[src/sv/bqf_pkg.sv]
package bqf_pkg;

    localparam int CfgIndexWidth = 3;
    localparam int CoefWidth     = 32;
    localparam int SampleWidth   = 24;
    localparam int DelayWidth    = 48;
    localparam int ProdWidth     = 64;

    localparam logic [CfgIndexWidth-1:0] CFG_FEED_ZERO = 3'd0;
    localparam logic [CfgIndexWidth-1:0] CFG_FEED_ONE  = 3'd1;
    localparam logic [CfgIndexWidth-1:0] CFG_FEED_TWO  = 3'd2;
    localparam logic [CfgIndexWidth-1:0] CFG_BACK_ONE  = 3'd3;
    localparam logic [CfgIndexWidth-1:0] CFG_BACK_TWO  = 3'd4;

    localparam logic signed [CoefWidth-1:0] RST_FEED_ZERO = 32'sd536870912;

    localparam logic signed [ProdWidth-1:0] MAX24 = 64'sd8388607;
    localparam logic signed [ProdWidth-1:0] MIN24 = -64'sd8388608;
    localparam logic signed [ProdWidth-1:0] MAX32 = 64'sd2147483647;
    localparam logic signed [ProdWidth-1:0] MIN32 = -64'sd2147483648;
    localparam logic signed [ProdWidth-1:0] MAX48 = 64'sd140737488355327;
    localparam logic signed [ProdWidth-1:0] MIN48 = -64'sd140737488355328;

    typedef enum logic [2:0] {
        S_IDLE,
        S_READ,
        S_Y,
        S_N1A,
        S_N1B,
        S_N2A,
        S_N2B,
        S_DONE
    } t_state;

    // round half up to 23 fraction bits, saturate to 24 bits; msb is the clip flag
    function automatic logic [SampleWidth:0] f_round_out(input logic signed [ProdWidth-1:0] v);
        logic signed [ProdWidth-1:0] t;
        logic [SampleWidth:0] r;
        t = (v + (64'sd1 <<< 28)) >>> 29;
        if (t > MAX24) begin
            r = {1'b1, MAX24[SampleWidth-1:0]};
        end else if (t < MIN24) begin
            r = {1'b1, MIN24[SampleWidth-1:0]};
        end else begin
            r = {1'b0, t[SampleWidth-1:0]};
        end
        return r;
    endfunction

    // feedback value, Q1.31
    function automatic logic signed [CoefWidth-1:0] f_round_fb(
        input logic signed [ProdWidth-1:0] v);
        logic signed [ProdWidth-1:0] t;
        logic signed [CoefWidth-1:0] r;
        t = (v + (64'sd1 <<< 20)) >>> 21;
        if (t > MAX32) begin
            r = MAX32[CoefWidth-1:0];
        end else if (t < MIN32) begin
            r = MIN32[CoefWidth-1:0];
        end else begin
            r = t[CoefWidth-1:0];
        end
        return r;
    endfunction

    // delay update, 47 fraction bits
    function automatic logic signed [DelayWidth-1:0] f_round_delay(
        input logic signed [ProdWidth-1:0] v);
        logic signed [ProdWidth-1:0] t;
        logic signed [DelayWidth-1:0] r;
        t = (v + 64'sd16) >>> 5;
        if (t > MAX48) begin
            r = MAX48[DelayWidth-1:0];
        end else if (t < MIN48) begin
            r = MIN48[DelayWidth-1:0];
        end else begin
            r = t[DelayWidth-1:0];
        end
        return r;
    endfunction

endpackage

[src/sv/bqf_ram.sv]
module bqf_ram #(
    parameter int WIDTH = 96,
    parameter int DEPTH = 2
) (
    input  logic                                 i_clk,
    input  logic                                 i_we,
    input  logic [(DEPTH > 1 ? $clog2(DEPTH) : 1)-1:0] i_waddr,
    input  logic [WIDTH-1:0]                     i_wdata,
    input  logic                                 i_re,
    input  logic [(DEPTH > 1 ? $clog2(DEPTH) : 1)-1:0] i_raddr,
    output logic [WIDTH-1:0]                     o_rdata
);

    logic [WIDTH-1:0] r_mem [DEPTH];
    logic [WIDTH-1:0] r_rdata;

    always_ff @(posedge i_clk) begin
        if (i_we) begin
            r_mem[i_waddr] <= i_wdata;
        end
        if (i_re) begin
            r_rdata <= r_mem[i_raddr];
        end
    end

    assign o_rdata = r_rdata;

endmodule

[src/sv/biquad_filter_per_channel_unit.sv]
// channel   | direction | tdata                  | tuser
// s_axis    | in        | [23:0] sample_in       | [0] channel_in
// m_axis    | out       | [23:0] sample_out      | [0] channel_out, [1] clipped
// cfg write | in        | i_cfg_data coefficient | i_cfg_index register
//
// each beat takes one state read from the delay ram, five passes
// through the single 32x32 multiplier and one write back of both delays
// one beat is in flight at a time; a finished result waits in the output register
// while the next beat is accepted; a stalled output holds the write back
// synchronous active-low reset clears coefficients to defaults and the delay valid
// bits, so every channel starts from zero state with no clearing pass
module biquad_filter_per_channel_unit
    import bqf_pkg::*;
#(
    parameter int CHANNELS = 2
) (
    input  logic                     i_clk,
    input  logic                     i_rst_n,
    input  logic                     s_axis_tvalid,
    output logic                     s_axis_tready,
    input  logic [23:0]              s_axis_tdata,  // [23:0] sample_in
    input  logic                     s_axis_tuser,  // [0] channel_in
    output logic                     m_axis_tvalid,
    input  logic                     m_axis_tready,
    output logic [23:0]              m_axis_tdata,  // [23:0] sample_out
    output logic [1:0]               m_axis_tuser,  // [0] channel_out, [1] clipped
    input  logic                     i_cfg_we,
    input  logic [CfgIndexWidth-1:0] i_cfg_index,
    input  logic [CoefWidth-1:0]     i_cfg_data
);

    localparam int AW = (CHANNELS > 1) ? $clog2(CHANNELS) : 1;
    localparam int RamWidth = 2 * DelayWidth;

    t_state r_state, n_state;

    logic signed [CoefWidth-1:0] r_a0, r_a1, r_a2, r_b1, r_b2;
    logic [CHANNELS-1:0]         r_valid;

    logic signed [SampleWidth-1:0] r_x;
    logic                          r_chan;
    logic [AW-1:0]                 r_addr;
    logic signed [DelayWidth-1:0]  r_z1, r_z2, r_z1n, r_z2n;
    logic signed [ProdWidth-1:0]   r_prod, r_acc;
    logic signed [CoefWidth-1:0]   r_yfb;
    logic [SampleWidth-1:0]        r_yout;
    logic                          r_clip;

    logic                          r_out_valid;
    logic [SampleWidth-1:0]        r_out_data;
    logic [1:0]                    r_out_user;

    logic                          w_accept;
    logic                          w_out_free;
    logic                          w_ram_we;
    logic [AW-1:0]                 w_in_addr;
    logic [RamWidth-1:0]           w_rdata;
    logic signed [DelayWidth-1:0]  w_rd_z1, w_rd_z2;
    logic signed [CoefWidth-1:0]   w_ma, w_mb;
    logic signed [SampleWidth-1:0] w_x;
    logic signed [ProdWidth-1:0]   w_y, w_n;
    logic [SampleWidth:0]          w_out;

    assign w_x        = s_axis_tdata;
    assign w_accept   = s_axis_tvalid && s_axis_tready;
    assign w_out_free = !r_out_valid || m_axis_tready;
    assign w_in_addr  = (CHANNELS > 1) ? AW'(s_axis_tuser) : '0;

    // next state
    always_comb begin
        n_state = r_state;
        case (r_state)
            S_IDLE: if (s_axis_tvalid) n_state = S_READ;
            S_READ: n_state = S_Y;
            S_Y:    n_state = S_N1A;
            S_N1A:  n_state = S_N1B;
            S_N1B:  n_state = S_N2A;
            S_N2A:  n_state = S_N2B;
            S_N2B:  n_state = S_DONE;
            S_DONE: if (w_out_free) n_state = S_IDLE;
            default: n_state = S_IDLE;
        endcase
    end

    // state outputs
    always_comb begin
        s_axis_tready = 1'b0;
        w_ram_we      = 1'b0;
        w_ma          = r_a0;
        w_mb          = CoefWidth'(r_x);
        case (r_state)
            S_IDLE: s_axis_tready = 1'b1;
            S_READ: begin
                w_ma = r_a0;
                w_mb = CoefWidth'(r_x);
            end
            S_Y: begin
                w_ma = r_a1;
                w_mb = CoefWidth'(r_x);
            end
            S_N1A: begin
                w_ma = r_b1;
                w_mb = r_yfb;
            end
            S_N1B: begin
                w_ma = r_a2;
                w_mb = CoefWidth'(r_x);
            end
            S_N2A: begin
                w_ma = r_b2;
                w_mb = r_yfb;
            end
            S_DONE: w_ram_we = w_out_free;
            default: s_axis_tready = 1'b0;
        endcase
    end

    always_ff @(posedge i_clk) begin
        if (!i_rst_n) begin
            r_state <= S_IDLE;
        end else begin
            r_state <= n_state;
        end
    end

    always_ff @(posedge i_clk) begin
        if (!i_rst_n) begin
            r_a0 <= RST_FEED_ZERO;
            r_a1 <= '0;
            r_a2 <= '0;
            r_b1 <= '0;
            r_b2 <= '0;
        end else if (i_cfg_we) begin
            case (i_cfg_index)
                CFG_FEED_ZERO: r_a0 <= i_cfg_data;
                CFG_FEED_ONE:  r_a1 <= i_cfg_data;
                CFG_FEED_TWO:  r_a2 <= i_cfg_data;
                CFG_BACK_ONE:  r_b1 <= i_cfg_data;
                CFG_BACK_TWO:  r_b2 <= i_cfg_data;
                default: ;
            endcase
        end
    end

    always_ff @(posedge i_clk) begin
        if (!i_rst_n) begin
            r_valid <= '0;
        end else if (w_ram_we) begin
            r_valid[r_addr] <= 1'b1;
        end
    end

    bqf_ram #(
        .WIDTH(RamWidth),
        .DEPTH(CHANNELS)
    ) u_delay_ram (
        .i_clk   (i_clk),
        .i_we    (w_ram_we),
        .i_waddr (r_addr),
        .i_wdata ({r_z1n, r_z2n}),
        .i_re    (w_accept),
        .i_raddr (w_in_addr),
        .o_rdata (w_rdata)
    );

    // unwritten channels read as zero
    assign w_rd_z1 = r_valid[r_addr] ? w_rdata[RamWidth-1:DelayWidth] : '0;
    assign w_rd_z2 = r_valid[r_addr] ? w_rdata[DelayWidth-1:0] : '0;

    assign w_y   = r_prod + {{(ProdWidth-DelayWidth-5){r_z1[DelayWidth-1]}}, r_z1, 5'b0};
    assign w_out = f_round_out(w_y);
    assign w_n   = r_acc - (r_prod >>> 8);

    always_ff @(posedge i_clk) begin
        r_prod <= w_ma * w_mb;
        if (w_accept) begin
            r_x    <= w_x;
            r_chan <= s_axis_tuser;
            r_addr <= w_in_addr;
        end
        case (r_state)
            S_READ: begin
                r_z1 <= w_rd_z1;
                r_z2 <= w_rd_z2;
            end
            S_Y: begin
                r_yout <= w_out[SampleWidth-1:0];
                r_clip <= w_out[SampleWidth];
                r_yfb  <= f_round_fb(w_y);
            end
            S_N1A: r_acc <= r_prod
                + {{(ProdWidth-DelayWidth-5){r_z2[DelayWidth-1]}}, r_z2, 5'b0};
            S_N1B: r_z1n <= f_round_delay(w_n);
            S_N2A: r_acc <= r_prod;
            S_N2B: r_z2n <= f_round_delay(w_n);
            default: ;
        endcase
    end

    always_ff @(posedge i_clk) begin
        if (!i_rst_n) begin
            r_out_valid <= 1'b0;
        end else if (w_ram_we) begin
            r_out_valid <= 1'b1;
        end else if (m_axis_tready) begin
            r_out_valid <= 1'b0;
        end
    end

    always_ff @(posedge i_clk) begin
        if (w_ram_we) begin
            r_out_data <= r_yout;
            r_out_user <= {r_clip, r_chan};
        end
    end

    assign m_axis_tvalid = r_out_valid;
    assign m_axis_tdata  = r_out_data;
    assign m_axis_tuser  = r_out_user;

endmodule

[config.mk]
export PLATFORM = sky130hd
export DESIGN_NAME = biquad_filter_per_channel_unit
export DESIGN_NICKNAME = d
export VERILOG_FILES = /design/src/sv/bqf_pkg.sv /design/src/sv/bqf_ram.sv /design/src/sv/biquad_filter_per_channel_unit.sv
export SDC_FILE = /design/constraint.sdc
export NUM_CORES = 2
export LEC_CHECK = 0
export BUFFER_PORTS_ARGS = -buffer_cell sky130_fd_sc_hd__buf_2
export CAP_MARGIN = 20
export CORE_MARGIN = 10
export CORE_UTILIZATION = 41
export DETAILED_ROUTE_END_ITERATION = 7
export GPL_TIMING_DRIVEN = 0
export PLACE_DENSITY_LB_ADDON = 0.15
export SLEW_MARGIN = 10
export SYNTH_ARGS = -nofsm -noshare
export SYNTH_HDL_FRONTEND = slang
export SYNTH_SLANG_ARGS = --single-unit
[constraint.sdc]
create_clock -name i_clk -period 12 [get_ports i_clk]
set_input_delay 1.2 -clock i_clk [delete_from_list [all_inputs] [get_ports i_clk]]
set_output_delay 1.2 -clock i_clk [all_outputs]
set_load 0.02 [all_outputs]
==> out/metrics.cfg <==
[drt]
viasPerCell = 5.45
wl_met2_mm = 129
vias = 58200
maxUsedRoutingLayer = met5
wl_per_cell_microns = 26.1
drt-pass1-iter-count = 5
drt-met1-wl_mm = 113
drc = 0
drt_wl_total_mm = 279
drtIter0Drc = 4742
wl_met3_mm = 19.1
ant_nets = 0

[cells_and_area]
fill_cells = 18300
final_layout_size_suffix_gt1_frac = 0.0898
layout.nets = 9647
final_core_util = 0.458
syn_to_final_growth_pct = 11.2
fin_cells = 10700

[grt]
grt_max_degree = 54
grt.total_usage = 0.265
antenna_found_initial = 7
grt_pass1_wl_mm = 412
grt_pass1_vias = 61300
gr-total-overflow = 0

[clocking]
cts-buffers-inserted = 98
cts_hold_buf = 0
clk_pin_slew_ns = 0.06
clk_root_buffer_cell = clkbuf_16
clk_latency_ns = 0.78
clock-sinks = 882
cts.path.max_buffers = 3
htree_levels = 3
cts_tree = done

[synthesis]
ys_top_cells_by_area = fa_1, edfxtp_1, ha_1, dfxtp_1, inv_1
yosys_warnings = 0
ys_seq_area_frac = 0.305
synth_nets = 9400
synth.top_cell.area_share = 0.274
synthCells = 7824
synth_common_cells = inv_1, fa_1, nand2_1
synth.distinct_cells = 112
synth-edff-count = 652
post-synth-top-area-cell = fa_1
syn_area_sq_um = 79200
syn_avg_cell_area_sq_um = 10.1
ys_ff_latch = 882
synth_ff_type = edfxtp_1
yosysMostFrequentCell = inv_1
async_reset_ff_frac = 0

[placed_design]
place_hpwl_mm = 230
dp.cells = 10500
io_buffers = 91
place_worst_setup_slack_ns = -2.62
gp_congestion = 1.03

[sta]
fmax_mhz = 85.8
tightest_slew_ns = 1.21
relSlewSlack = 0.173
finClkSkew_ns = 0.0639
setup_slack_ns = 0.340
fin_hold_ws_ns = 0.393
report.final.slew_viol_count = 0
finalHoldViolCount = 0
setup_violations = 0
finalCriticalPeriod_ns = 11.66
final.period_utilization = 0.972

[die]
rows = 161
start_util = 0.412
die_w_microns = 459
ios = 93
chipHeight_microns = 459
die_area_sq_um = 211000
core_area_sq_um = 192000

[critical_path]
cp_max_fo = 10
endpoint_kind = register
reg2reg_from = r_state[1]
cp_top_family = adder cells
cp.arrival_ns = 12.27
rr_worst_depth = 36
cp_slowest_cell = clkbuf_1
crit_required_ns = 12.61
cpMostUsedCell = fa_1
r2r_end = r_prod[57]
path_class = register to register
start_kind = register
r2r_setup_slack_ns = 0.34
path_buf_inv = 9
critical_path.max_stage_delay_ns = 0.84

[hold_path]
min_to = r_acc[2]
hp-class = register to register
min-delay-start = r_prod[2]
hold_depth = 0

[job]
maxCapViolCount = 0

[status]
status = finished clean

==> worst max path at each step <==
stage                          start  slack, ns  depth (start not counted)    endpoint
after floorplan           r_state[0]       1.10                         33  r_prod[63]
after global placement    r_state[2]      -5.17                         34  r_prod[60]
after detailed placement  r_state[1]      -2.62                         37  r_prod[60]
after CTS                 r_state[1]      0.006                         39  r_prod[57]
after global routing      r_state[1]      -0.01                         43  r_prod[60]
final                     r_state[1]       0.34                         36  r_prod[57]
==> worst reg2reg max path: cells and delay by family (launching register included) <==
family,cells,cell delay [ns]
adder cells (fa/ha/maj),10,4.54
AO/OA/AOI/OAI,10,2.88
buffers and inverters,9,2.50
AND/OR/NAND/NOR,6,0.85
flip-flops,1,0.38
XOR/XNOR,1,0.31
==> repair_timing <==
action	4_1_cts	5_1_grt
resized for setup	114	63
pin swaps	5	1
setup buffers	10	15
endpoints found under the setup margin	44	17
==> per-layer routing <==
| layer | vias up | global-route usage |
|---|---|---|
| met3 | 614 | 0.0435 |
| met2 | 2053 | 0.432 |
| met1 | 29500 | 0.339 |
| met5 | - | 0 |
| li1 | 26000 | - |
| met4 | 4 | 0.134 |
==> cell families (layout without fill, tap and decap cells) <==
| family | after synthesis | count (layout) | share of synthesized area |
|---|---|---|---|
| buf+inv | 1450 | 1780 | 0.0699 |
| mux | 123 | 123 | 0.0171 |
| compound gates | 1207 | 1207 | 0.105 |
| xor+xnor | 282 | 282 | 0.0314 |
| other cells | 0 | 4 | 0 |
| fa+ha+maj | 1511 | 1511 | 0.341 |
| simple gates | 2369 | 2369 | 0.130 |
| flops | 882 | 882 | 0.305 |
==> cell type report <==
type | instances | area, sq um | area share
clock buffers | 123 | 2650 | 0.0301
diodes | 4 | 10.0 | 0.000114
repair buffers | 180 | 1650 | 0.0187
multi-input cells | 5492 | 50100 | 0.568
inverters | 1108 | 4170 | 0.0473
well taps | 2526 | 3160 | 0.0359
clock inverters | 60 | 773 | 0.00878
plain buffers | 309 | 1420 | 0.0161
flip-flops and latches | 882 | 24200 | 0.275
==> registers in the layout (all words and copies together) (netlist names), 2 cells and up <==
register,count
m_axis_tdata,24
m_axis_tuser,2
r_a0,32
r_a1,32
r_a2,32
r_acc,64
r_b1,32
r_b2,32
r_prod,64
r_state,3
r_valid,2
r_x,24
r_yfb,32
r_yout,24
r_z1,48
r_z1n,48
r_z2,48
r_z2n,48
u_delay_ram.o_rdata,96
u_delay_ram.r_mem,192
==> through the flow <==
stage               setup TNS [ns]  cell area (sq um)
global placement           -203.55              82800
global route               -0.0122              88100
CTS                              0              87800
floorplan                        0              79200
detailed placement          -54.22              84000
finish                           0              88100
==> cells in the final DEF (no fill, tap or decap), drive strengths merged, types with 17 or more instances in the layout <==
master | netlist | layout
a211oi | 24 | 24
a21boi | 169 | 169
a21o | 151 | 151
a21oi | 304 | 304
a22oi | 67 | 67
a31o | 36 | 36
a31oi | 54 | 54
and2 | 34 | 34
and3 | 29 | 29
buf | 54 | 237
clkbuf | 288 | 374
clkinv | 1 | 28
dfxtp | 230 | 230
edfxtp | 652 | 652
fa | 1083 | 1083
ha | 428 | 428
inv | 1107 | 1114
mux2 | 97 | 97
mux2i | 26 | 26
nand2 | 1063 | 1063
nand2b | 50 | 50
nand3 | 73 | 73
nand4 | 63 | 63
nor2 | 759 | 759
nor2b | 135 | 135
nor3 | 68 | 68
nor4 | 20 | 20
o211ai | 21 | 21
o21a | 26 | 26
o21ai | 203 | 203
o21bai | 28 | 28
o31ai | 17 | 17
or3 | 19 | 19
xnor2 | 170 | 170
xor2 | 112 | 112
Power is not shown: default switching activity piles up to over one toggle a cycle in this logic, so the estimate is an artifact.
